$ cat src/rtl/core/hkc_pkg.sv
`timescale 1ns / 1ps

package hkc_pkg;

	// Default word buffer depth
	localparam int MAX_WORD_LEN_DEF = 32;

	// Hangul syllable arithmetic
	localparam logic [15:0] HANGUL_BASE  = 16'hAC00;
	localparam int          MEDIAL_COUNT = 21;
	localparam int          FINAL_COUNT  = 28;

	// Lookahead window: initial, up to two medials, final pair, next medial
	localparam int WIN     = 6;
	localparam int TDATA_W = 24;

	typedef logic [15:0] key_t;

	typedef enum logic [1:0] {
		ST_OK       = 2'd0,
		ST_BAD_JAMO = 2'd1,
		ST_TOO_LONG = 2'd2
	} status_t;

	// One table match: hit flag and jamo index
	typedef struct packed {
		logic       hit;
		logic [4:0] idx;
	} jamo_t;

	// Decision for one syllable
	typedef struct packed {
		logic       ok;
		logic [4:0] ini;
		logic [4:0] med;
		logic [4:0] fin;
		logic [2:0] adv;
	} dec_t;

	// Initial consonant keys
	function automatic jamo_t initial_idx(input key_t k);
		jamo_t r;
		r.hit = 1'b1;
		case (k)
			16'h0072: r.idx = 5'd0;  // r
			16'h0052: r.idx = 5'd1;  // R
			16'h0073: r.idx = 5'd2;  // s
			16'h0065: r.idx = 5'd3;  // e
			16'h0045: r.idx = 5'd4;  // E
			16'h0066: r.idx = 5'd5;  // f
			16'h0061: r.idx = 5'd6;  // a
			16'h0071: r.idx = 5'd7;  // q
			16'h0051: r.idx = 5'd8;  // Q
			16'h0074: r.idx = 5'd9;  // t
			16'h0054: r.idx = 5'd10; // T
			16'h0064: r.idx = 5'd11; // d
			16'h0077: r.idx = 5'd12; // w
			16'h0057: r.idx = 5'd13; // W
			16'h0063: r.idx = 5'd14; // c
			16'h007A: r.idx = 5'd15; // z
			16'h0078: r.idx = 5'd16; // x
			16'h0076: r.idx = 5'd17; // v
			16'h0067: r.idx = 5'd18; // g
			default: begin
				r.hit = 1'b0;
				r.idx = 5'd0;
			end
		endcase
		return r;
	endfunction

	// Single-key medial vowels
	function automatic jamo_t medial_single(input key_t k);
		jamo_t r;
		r.hit = 1'b1;
		case (k)
			16'h006B: r.idx = 5'd0;  // k
			16'h006F: r.idx = 5'd1;  // o
			16'h0069: r.idx = 5'd2;  // i
			16'h004F: r.idx = 5'd3;  // O
			16'h006A: r.idx = 5'd4;  // j
			16'h0070: r.idx = 5'd5;  // p
			16'h0075: r.idx = 5'd6;  // u
			16'h0050: r.idx = 5'd7;  // P
			16'h0068: r.idx = 5'd8;  // h
			16'h0079: r.idx = 5'd12; // y
			16'h006E: r.idx = 5'd13; // n
			16'h0062: r.idx = 5'd17; // b
			16'h006D: r.idx = 5'd18; // m
			16'h006C: r.idx = 5'd20; // l
			default: begin
				r.hit = 1'b0;
				r.idx = 5'd0;
			end
		endcase
		return r;
	endfunction

	// Two-key medial vowels
	function automatic jamo_t medial_pair(input key_t a, input key_t b);
		jamo_t r;
		r.hit = 1'b1;
		case ({a, b})
			32'h0068_006B: r.idx = 5'd9;  // hk
			32'h0068_006F: r.idx = 5'd10; // ho
			32'h0068_006C: r.idx = 5'd11; // hl
			32'h006E_006A: r.idx = 5'd14; // nj
			32'h006E_0070: r.idx = 5'd15; // np
			32'h006E_006C: r.idx = 5'd16; // nl
			32'h006D_006C: r.idx = 5'd19; // ml
			default: begin
				r.hit = 1'b0;
				r.idx = 5'd0;
			end
		endcase
		return r;
	endfunction

	// Single-key finals, index already offset by one
	function automatic jamo_t final_single(input key_t k);
		jamo_t r;
		r.hit = 1'b1;
		case (k)
			16'h0072: r.idx = 5'd1;  // r
			16'h0052: r.idx = 5'd2;  // R
			16'h0073: r.idx = 5'd4;  // s
			16'h0065: r.idx = 5'd7;  // e
			16'h0066: r.idx = 5'd8;  // f
			16'h0061: r.idx = 5'd16; // a
			16'h0071: r.idx = 5'd17; // q
			16'h0074: r.idx = 5'd19; // t
			16'h0054: r.idx = 5'd20; // T
			16'h0064: r.idx = 5'd21; // d
			16'h0077: r.idx = 5'd22; // w
			16'h0063: r.idx = 5'd23; // c
			16'h007A: r.idx = 5'd24; // z
			16'h0078: r.idx = 5'd25; // x
			16'h0076: r.idx = 5'd26; // v
			16'h0067: r.idx = 5'd27; // g
			default: begin
				r.hit = 1'b0;
				r.idx = 5'd0;
			end
		endcase
		return r;
	endfunction

	// Two-key finals
	function automatic jamo_t final_pair(input key_t a, input key_t b);
		jamo_t r;
		r.hit = 1'b1;
		case ({a, b})
			32'h0072_0074: r.idx = 5'd3;  // rt
			32'h0073_0077: r.idx = 5'd5;  // sw
			32'h0073_0067: r.idx = 5'd6;  // sg
			32'h0066_0072: r.idx = 5'd9;  // fr
			32'h0066_0061: r.idx = 5'd10; // fa
			32'h0066_0071: r.idx = 5'd11; // fq
			32'h0066_0074: r.idx = 5'd12; // ft
			32'h0066_0078: r.idx = 5'd13; // fx
			32'h0066_0076: r.idx = 5'd14; // fv
			32'h0066_0067: r.idx = 5'd15; // fg
			32'h0071_0074: r.idx = 5'd18; // qt
			default: begin
				r.hit = 1'b0;
				r.idx = 5'd0;
			end
		endcase
		return r;
	endfunction

endpackage

$ cat src/rtl/core/hkc_word_buf.sv
`timescale 1ns / 1ps

module hkc_word_buf import hkc_pkg::*; #(
	parameter int MAX_WORD_LEN = MAX_WORD_LEN_DEF,
	localparam int AW    = (MAX_WORD_LEN > 1) ? $clog2(MAX_WORD_LEN) : 1,
	localparam int CNT_W = $clog2(MAX_WORD_LEN + 1)
) (
	input  logic             clk,
	input  logic             arst_n,
	// write side: one transfer per key
	input  logic             wr_en,
	input  key_t             wr_key,
	input  logic             wr_last,
	// word summary, valid in the cycle of the last transfer
	output logic [CNT_W-1:0] word_len,
	output logic             word_ovf,
	// read side, registered read data
	input  logic             rd_en,
	input  logic [AW-1:0]    rd_addr,
	output key_t             rd_data
);

	key_t             mem [MAX_WORD_LEN];
	logic [CNT_W-1:0] count_q;
	logic             ovf_q;
	key_t             rd_data_q;
	logic             full;

	assign full     = (count_q == CNT_W'(MAX_WORD_LEN));
	assign word_len = count_q + CNT_W'(1);
	assign word_ovf = ovf_q || full;
	assign rd_data  = rd_data_q;

	// fill count and overflow flag
	always_ff @(posedge clk or negedge arst_n) begin
		if (!arst_n) begin
			count_q <= '0;
			ovf_q   <= 1'b0;
		end else if (wr_en) begin
			if (wr_last) begin
				count_q <= '0;
				ovf_q   <= 1'b0;
			end else if (full) begin
				ovf_q <= 1'b1;
			end else begin
				count_q <= count_q + CNT_W'(1);
			end
		end
	end

	// storage array
	always_ff @(posedge clk) begin
		if (wr_en && !full) begin
			mem[count_q[AW-1:0]] <= wr_key;
		end
		if (rd_en) begin
			rd_data_q <= mem[rd_addr];
		end
	end

endmodule

$ cat src/rtl/core/hkc_syl_buf.sv
`timescale 1ns / 1ps

module hkc_syl_buf import hkc_pkg::*; #(
	parameter int DEPTH = MAX_WORD_LEN_DEF / 2,
	localparam int AW = (DEPTH > 1) ? $clog2(DEPTH) : 1
) (
	input  logic          clk,
	input  logic          wr_en,
	input  logic [AW-1:0] wr_addr,
	input  logic [15:0]   wr_data,
	input  logic          rd_en,
	input  logic [AW-1:0] rd_addr,
	output logic [15:0]   rd_data
);

	logic [15:0] mem [DEPTH];
	logic [15:0] rd_data_q;

	assign rd_data = rd_data_q;

	// composed syllables, registered read
	always_ff @(posedge clk) begin
		if (wr_en) begin
			mem[wr_addr] <= wr_data;
		end
		if (rd_en) begin
			rd_data_q <= mem[rd_addr];
		end
	end

endmodule

$ cat src/rtl/core/hkc_syl_decode.sv
`timescale 1ns / 1ps

module hkc_syl_decode import hkc_pkg::*; (
	input  logic [WIN-1:0][15:0] win,  // keys at word positions p .. p+5
	input  logic [WIN-1:0]       vld,  // position lies inside the word
	output dec_t                 dec
);

	jamo_t ini, dmed, smed, dfin, sfin, med1_nxt, med2_nxt;
	logic  dm_hit, df_hit, sm_q1, sm_q2;
	key_t  fk0, fk1, mk2;
	logic  fv0, fv1, mv2;
	logic [2:0] q;

	always_comb begin
		// initial and medial
		ini    = initial_idx(win[0]);
		dmed   = medial_pair(win[1], win[2]);
		smed   = medial_single(win[1]);
		dm_hit = vld[2] && dmed.hit;

		// final region starts after the medial
		if (dm_hit) begin
			q   = 3'd3;
			fk0 = win[3];
			fk1 = win[4];
			mk2 = win[5];
			fv0 = vld[3];
			fv1 = vld[4];
			mv2 = vld[5];
		end else begin
			q   = 3'd2;
			fk0 = win[2];
			fk1 = win[3];
			mk2 = win[4];
			fv0 = vld[2];
			fv1 = vld[3];
			mv2 = vld[4];
		end

		dfin     = final_pair(fk0, fk1);
		sfin     = final_single(fk0);
		med1_nxt = medial_single(fk1);
		med2_nxt = medial_single(mk2);
		df_hit   = fv1 && dfin.hit;
		sm_q1    = fv1 && med1_nxt.hit;
		sm_q2    = mv2 && med2_nxt.hit;

		dec.ok  = ini.hit && (dm_hit || (vld[1] && smed.hit));
		dec.ini = ini.idx;
		dec.med = dm_hit ? dmed.idx : smed.idx;

		// final choice and advance to the next initial
		if (df_hit) begin
			if (sm_q2) begin
				// second key of the pair opens the next syllable
				dec.fin = sfin.idx;
				dec.adv = q + 3'd1;
			end else begin
				dec.fin = dfin.idx;
				dec.adv = q + 3'd2;
			end
		end else if (sm_q1) begin
			// consonant moves on as the next initial
			dec.fin = 5'd0;
			dec.adv = q;
		end else begin
			// single final, or a key that is no final is skipped
			dec.fin = (fv0 && sfin.hit) ? sfin.idx : 5'd0;
			dec.adv = q + 3'd1;
		end
	end

endmodule

$ cat src/rtl/core/keystroke_to_hangul_composer_core.sv
`timescale 1ns / 1ps

// Channel  Dir  Handshake          Payload
// s_*      in   s_tvalid/s_tready  s_tdata[15:0] key_unit, s_tlast end_of_word
// m_*      out  m_tvalid/m_tready  m_tdata[15:0] syllable, [17:16] status, m_tlast last_of_word
//
// A key that does not end its word is only written to the word store.
// At the end of a word the composer walks the word store: per syllable it fetches
// the keys it lacks (the full six-key window for the first), evaluates and commits
// (adv = keys consumed, 2..5), then reads each result out of the syllable store.
// Keys are taken only between words; the last result may wait in the output
// register while the next word is typed. Reset clears the control state only.

module keystroke_to_hangul_composer_core import hkc_pkg::*; #(
	parameter int MAX_WORD_LEN = MAX_WORD_LEN_DEF
) (
	input  logic               clk,
	input  logic               arst_n,
	input  logic               s_tvalid,
	output logic               s_tready,
	input  logic [15:0]        s_tdata,   // [15:0] key_unit
	input  logic               s_tlast,   // end_of_word
	output logic               m_tvalid,
	input  logic               m_tready,
	output logic [TDATA_W-1:0] m_tdata,   // [15:0] syllable, [17:16] status, rest zero
	output logic               m_tlast    // last_of_word
);

	localparam int SYL_DEPTH = MAX_WORD_LEN / 2;
	localparam int AW    = (MAX_WORD_LEN > 1) ? $clog2(MAX_WORD_LEN) : 1;
	localparam int SAW   = (SYL_DEPTH > 1) ? $clog2(SYL_DEPTH) : 1;
	localparam int CNT_W = $clog2(MAX_WORD_LEN + 1);
	localparam int SCW   = $clog2(SYL_DEPTH + 1);
	localparam int POS_W = $clog2(MAX_WORD_LEN + 8);

	typedef enum logic [6:0] {
		S_COLLECT = 7'b0000001,
		S_FETCH   = 7'b0000010,
		S_EVAL    = 7'b0000100,
		S_COMMIT  = 7'b0001000,
		S_READ    = 7'b0010000,
		S_LOAD    = 7'b0100000,
		S_ERR     = 7'b1000000
	} state_t;

	state_t              state_q;
	logic [CNT_W-1:0]    n_q;
	logic [POS_W-1:0]    p_q, p_nxt;
	logic [2:0]          iss_q, got_q;
	logic                rd_pend_s1;
	logic [2:0]          rd_slot_s1;
	logic [WIN-1:0][15:0] win_q;
	logic [WIN-1:0]      vld;
	dec_t                dec, dec_s1;
	logic [SCW-1:0]      ns_q, ek_q;
	status_t             err_q;

	logic                in_xfer;
	logic [CNT_W-1:0]    word_len;
	logic                word_ovf;
	logic                wrd_rd_en;
	logic [AW-1:0]       wrd_rd_addr;
	key_t                wrd_rd_data;

	logic                syl_wr_en;
	logic [15:0]         syl_code;
	logic                syl_rd_en;
	logic [15:0]         syl_rd_data;

	logic                out_valid_q, out_last_q;
	logic [15:0]         out_syl_q;
	status_t             out_st_q;
	logic                out_free, out_load, emit_last;

	assign s_tready = (state_q == S_COLLECT);
	assign in_xfer  = s_tvalid && s_tready;

	hkc_word_buf #(.MAX_WORD_LEN(MAX_WORD_LEN)) u_word_buf (
		.clk      (clk),
		.arst_n   (arst_n),
		.wr_en    (in_xfer),
		.wr_key   (s_tdata),
		.wr_last  (s_tlast),
		.word_len (word_len),
		.word_ovf (word_ovf),
		.rd_en    (wrd_rd_en),
		.rd_addr  (wrd_rd_addr),
		.rd_data  (wrd_rd_data)
	);

	// window fetch address
	assign wrd_rd_en   = (state_q == S_FETCH) && (iss_q != 3'(WIN));
	assign wrd_rd_addr = AW'(p_q + POS_W'(iss_q));

	// window positions inside the word
	always_comb begin
		for (int k = 0; k < WIN; k++) begin
			vld[k] = (p_q + POS_W'(k)) < POS_W'(n_q);
		end
	end

	hkc_syl_decode u_decode (
		.win (win_q),
		.vld (vld),
		.dec (dec)
	);

	// syllable code and store
	assign syl_code = HANGUL_BASE
		+ 16'(dec_s1.ini) * 16'(MEDIAL_COUNT * FINAL_COUNT)
		+ 16'(dec_s1.med) * 16'(FINAL_COUNT)
		+ 16'(dec_s1.fin);
	assign syl_wr_en = (state_q == S_COMMIT) && dec_s1.ok;
	assign syl_rd_en = (state_q == S_READ);
	assign p_nxt     = p_q + POS_W'(dec_s1.adv);

	hkc_syl_buf #(.DEPTH(SYL_DEPTH)) u_syl_buf (
		.clk     (clk),
		.wr_en   (syl_wr_en),
		.wr_addr (ns_q[SAW-1:0]),
		.wr_data (syl_code),
		.rd_en   (syl_rd_en),
		.rd_addr (ek_q[SAW-1:0]),
		.rd_data (syl_rd_data)
	);

	// output register handoff
	assign out_free  = !out_valid_q || m_tready;
	assign out_load  = out_free && ((state_q == S_LOAD) || (state_q == S_ERR));
	assign emit_last = ((ek_q + SCW'(1)) == ns_q);

	// sequencer
	always_ff @(posedge clk or negedge arst_n) begin
		if (!arst_n) begin
			state_q     <= S_COLLECT;
			n_q         <= '0;
			p_q         <= '0;
			iss_q       <= '0;
			got_q       <= '0;
			rd_pend_s1  <= 1'b0;
			ns_q        <= '0;
			ek_q        <= '0;
			err_q       <= ST_OK;
			out_valid_q <= 1'b0;
		end else begin
			rd_pend_s1 <= wrd_rd_en;
			if (rd_pend_s1) begin
				got_q <= got_q + 3'd1;
			end
			if (out_load) begin
				out_valid_q <= 1'b1;
			end else if (m_tready) begin
				out_valid_q <= 1'b0;
			end

			unique case (state_q)
				S_COLLECT: begin
					if (in_xfer && s_tlast) begin
						n_q <= word_len;
						if (word_ovf) begin
							err_q   <= ST_TOO_LONG;
							state_q <= S_ERR;
						end else begin
							p_q     <= '0;
							ns_q    <= '0;
							iss_q   <= '0;
							got_q   <= '0;
							state_q <= S_FETCH;
						end
					end
				end
				S_FETCH: begin
					if (iss_q != 3'(WIN)) begin
						iss_q <= iss_q + 3'd1;
					end else if (got_q == 3'(WIN)) begin
						state_q <= S_EVAL;
					end
				end
				S_EVAL: begin
					state_q <= S_COMMIT;
				end
				S_COMMIT: begin
					if (!dec_s1.ok) begin
						err_q   <= ST_BAD_JAMO;
						state_q <= S_ERR;
					end else begin
						ns_q  <= ns_q + SCW'(1);
						p_q   <= p_nxt;
						got_q <= 3'(WIN) - dec_s1.adv;
						iss_q <= 3'(WIN) - dec_s1.adv;
						if (p_nxt >= POS_W'(n_q)) begin
							ek_q    <= '0;
							state_q <= S_READ;
						end else begin
							state_q <= S_FETCH;
						end
					end
				end
				S_READ: begin
					state_q <= S_LOAD;
				end
				S_LOAD: begin
					if (out_load) begin
						if (emit_last) begin
							state_q <= S_COLLECT;
						end else begin
							ek_q    <= ek_q + SCW'(1);
							state_q <= S_READ;
						end
					end
				end
				S_ERR: begin
					if (out_load) begin
						state_q <= S_COLLECT;
					end
				end
				default: begin
					state_q <= S_COLLECT;
				end
			endcase
		end
	end

	// window, decision and output payload
	always_ff @(posedge clk) begin
		if (wrd_rd_en) begin
			rd_slot_s1 <= iss_q;
		end
		if (rd_pend_s1) begin
			win_q[rd_slot_s1] <= wrd_rd_data;
		end else if (state_q == S_COMMIT) begin
			for (int k = 0; k < WIN; k++) begin
				if ((k + int'(dec_s1.adv)) < WIN) begin
					win_q[k] <= win_q[3'(k + int'(dec_s1.adv))];
				end
			end
		end
		if (state_q == S_EVAL) begin
			dec_s1 <= dec;
		end
		if (out_load) begin
			if (state_q == S_LOAD) begin
				out_syl_q  <= syl_rd_data;
				out_st_q   <= ST_OK;
				out_last_q <= emit_last;
			end else begin
				out_syl_q  <= 16'd0;
				out_st_q   <= err_q;
				out_last_q <= 1'b1;
			end
		end
	end

	assign m_tvalid = out_valid_q;
	assign m_tdata  = {(TDATA_W - 18)'(0), out_st_q, out_syl_q};
	assign m_tlast  = out_last_q;

endmodule

$ cat config.mk
export PLATFORM = sky130hd
export DESIGN_NAME = keystroke_to_hangul_composer_core
export DESIGN_NICKNAME = d
export VERILOG_FILES = /design/src/rtl/core/hkc_pkg.sv /design/src/rtl/core/hkc_word_buf.sv /design/src/rtl/core/hkc_syl_buf.sv /design/src/rtl/core/hkc_syl_decode.sv /design/src/rtl/core/keystroke_to_hangul_composer_core.sv
export SDC_FILE = /design/constraint.sdc
export NUM_CORES = 1
export LEC_CHECK = 0
export BUFFER_PORTS_ARGS = -buffer_cell sky130_fd_sc_hd__buf_2
export CORE_MARGIN = 5
export CORE_UTILIZATION = 45
export CTS_BUF_LIST = sky130_fd_sc_hd__clkbuf_8
export DETAILED_ROUTE_END_ITERATION = 7
export PLACE_DENSITY_LB_ADDON = 0.25
export SYNTH_ARGS = -nofsm -noshare
export SYNTH_HDL_FRONTEND = slang
export SYNTH_SLANG_ARGS = --single-unit
$ cat constraint.sdc
create_clock -name clk -period 8.6 [get_ports clk]
set_clock_uncertainty 0.15 [all_clocks]
set_input_delay 0.43 -clock clk [delete_from_list [all_inputs] [get_ports clk]]
set_output_delay 0.43 -clock clk [all_outputs]
set_load 0.02 [all_outputs]
==> run summary <==
Crit start category - register
Slew headroom - 0.104
Final-report setup violation count - 0
Vias in the first global route - 27800
CTS buffer count - 163
Period minus WS final - 5.37 ns
Clock transition at the registers of the reported paths - 0.07 ns
Lkg Pwr - 17.2 nW
GP Congestion - 0.923
Maxcap violations - 0
Crit Path Category - reg -> reg
Adder and majority gate portion of the synthesized area - 0.0351
CTS HTree Levels - 4
Post-CTS sizing - 0
Synth top area share - 0.610
Max Fclk - 186 MHz
Status - finished, final reports clean
First-pass GRT wire length - 174 mm
Largest net degree at the start of global routing - 84
DRC errors left - 0
Cell taking the most area after synthesis - edfxtp_1
Post-DP HPWL - 69.7 mm
Cell Chain, Critical Path - ha_1, inv_1, ha_1, ha_1, ha_1, a31oi_1, xnor2_1, ha_1, ha_1, a21boi_0, o21ai_0, a21boi_0, o21a_1, o21ai_0, nand2b_1, a21o_1, xnor2_1
Initial antenna violation count - 6
DIE AREA - 109000 um^2
Post-synthesis xor/xnor area fraction - 0.0121
Crit share post-route - 0.624
Final setup TNS - 0 ns
Largest family of logic cells by synthesized area - multiplexers
Min-delay worst type - in -> async
Initial Util - 0.453
Slowest stage cell, crit path - xnor2_1
Mux contribution to synthesized area - 0.167
Routed vias/inst - 5.96
Post-synth ARST share - 0.0468
Final net count - 3200
Top-count cell post-synth - edfxtp_1
Clock Latency Late Sink - 0.84 ns
Slew Viols, Final - 0
Iteration count of the initial detailed-routing pass - 6
Layout Cell Area excl Fill - 51600 um^2
Final Hold Fails - 0
Final core occ - 0.507
Most common cell on crit path - ha_1
Distinct cells, synth - 85
Final WL - 116 mm
Post-synth top flop - edfxtp_1
Final ANT Viol Nets - 0
Crit path max-delay family - adder cells
Worst-Margin Slew - 1.34 ns
Routed length per instance - 25.5 um
CP Max Fanout - 16
Chip width - 330 um
# fillers - 8476
# IOs - 48
Peak VDD IR - 0.157 mV
P&R area growth vs syn - 11.8%
EDFF count, synth - 937
Clk sink count - 983
Worst EP arrival - 5.68 ns
CTS Buffer Depth - 3
Simple-Gate Fraction of Synth Area - 0.0713
Core Area - 102000 um^2
Port Buffers - 41
Row count - 117
All-Layer GR Usage - 0.214
Bufs and invs on worst path - 1
Iter 0 DRT Violations - 2813
Layout cells sized above 1 - 0.236
Max incr delay on CP - 0.93 ns
Crit. End Element - register
Synth Area in Compound Gates - 0.0589
#FFs+latches synth - 983
Commonest cells in the netlist - 937 x edfxtp_1, 304 x mux4_2, 197 x nand2_1
CTS tree - yes
Gr ovfl total - 0
Unrepaired setup endpoints after global routing - no
Area of the mapped netlist - 46200 um^2
CTS Root Cell - clkbuf_8
Seq/Total Area, Yosys - 0.634
Largest cells by area after synthesis - edfxtp_1 61%, mux4_2 15%, ha_1 3.0%
Worst endpoint required time - 8.92 ns
Synthesized area per cell - 15.8 um^2
Cells after Synth - 2924
Dpl cell area - 48200 um^2
Via count - 27100
P per Cell Area - 246 nW/um^2
Ys Warns - 0
Die Y - 330 um
==> worst register-to-register path, delay by kind of cell, from the launching register on <==
family	cells	cell delay, ns
adder cells (fa/ha/maj)	6	1.81
AO/OA/AOI/OAI	7	1.36
XOR/XNOR	2	1.09
buffers and inverters	1	0.05
AND/OR/NAND/NOR	1	0.07
flip-flops	1	0.47
==> sequential cells by signal (all words and copies together) (netlist names), 5 cells and up <==
signal,count
dec_s1,19
ek_q,5
n_q,6
ns_q,5
out_syl_q,16
p_q,6
state_q,7
u_syl_buf.mem,256
u_syl_buf.rd_data,16
u_word_buf.count_q,6
u_word_buf.mem,512
u_word_buf.rd_data,16
win_q,96
==> power breakdown <==
part	internal (W)	switching [W]	total (W)
Combinational	0.00111	0.00159	0.00270
Sequential	0.00586	0.000139	0.00600
Clock	0.00210	0.00190	0.00400
Total	0.00907	0.00363	0.0127
==> timing repair <==
action / in CTS / in global routing
hold buffers: 21 / 0
buffers inserted: 0 / 0
hold endpoints to repair: 575 / 0
==> final cells by class <==
type,instances,area [um^2],share of cell area
antenna,5,12.5,0.000242
clock buffer,171,2350,0.0456
clock inverter,122,786,0.0152
inverter,67,251,0.00487
multi-input combinational,1701,16200,0.314
sequential,983,29300,0.568
tap,1368,1710,0.0332
timing repair buffer,140,1000,0.0194
==> per-stage QoR <==
step,power [W],hold WS [ns],setup slack [ns],std cells
CTS,0.0129,0.0403,3.22,4552
global placement,0.00873,0.340,3.41,4238
global route,0.0133,0.0904,2.79,4555
floorplan,0.00791,-0.0156,4.02,2929
detailed placement,0.00882,0.372,3.25,4238
finish,0.0127,0.0869,3.23,4557
==> worst paths after layout <==
check / from / to / slack, ns / cells after the start
min reg2reg: err_q[0] / err_q[0] / 0.38 / 1
max reg2reg: dec_s1[17] / u_syl_buf.mem[4][13] / 3.23 / 17
max in group asynchronous: arst_n / rd_pend_s1 / 7.71 / 3
min: arst_n / ns_q[1] / 0.09 / 3
min in group clk: m_tready / m_tvalid / 0.31 / 4
max: dec_s1[17] / u_syl_buf.mem[4][13] / 3.23 / 17
==> kinds of logic (layout without fill, tap and decap cells) <==
family	count (synthesis)	after routing
flip-flops	983	983
AND/OR/NAND/NOR	676	676
AO/OA/AOI/OAI	444	444
multiplexers	388	388
buffers and inverters	245	500
adder cells (fa/ha/maj)	123	123
XOR/XNOR	64	64
other	1	11
==> placed cells by master, fill, tap and decap left out, types with 41 or more instances in the layout <==
| cell | count |
|---|---|
| edfxtp_1 | 937 |
| mux4_2 | 304 |
| nand2_1 | 197 |
| clkbuf_8 | 171 |
| o21ai_0 | 155 |
| nor2_1 | 138 |
| a21oi_1 | 124 |
| ha_1 | 110 |
| inv_1 | 107 |
| nor3_1 | 78 |
| buf_4 | 78 |
| mux2i_1 | 61 |
| dfrtp_1 | 42 |
| xnor2_1 | 41 |
| buf_2 | 41 |
==> layer usage <==
| layer | up-vias | routed length, um | global-route usage |
|---|---|---|---|
| li1 | 11900 | - | - |
| met1 | 13900 | 47500 | 0.291 |
| met2 | 1158 | 56700 | 0.348 |
| met3 | 208 | 8790 | 0.0454 |
| met4 | 2 | 3080 | 0.0682 |
| met5 | - | 7 | 0 |
Note: power is estimated with default switching activity, not from simulation.
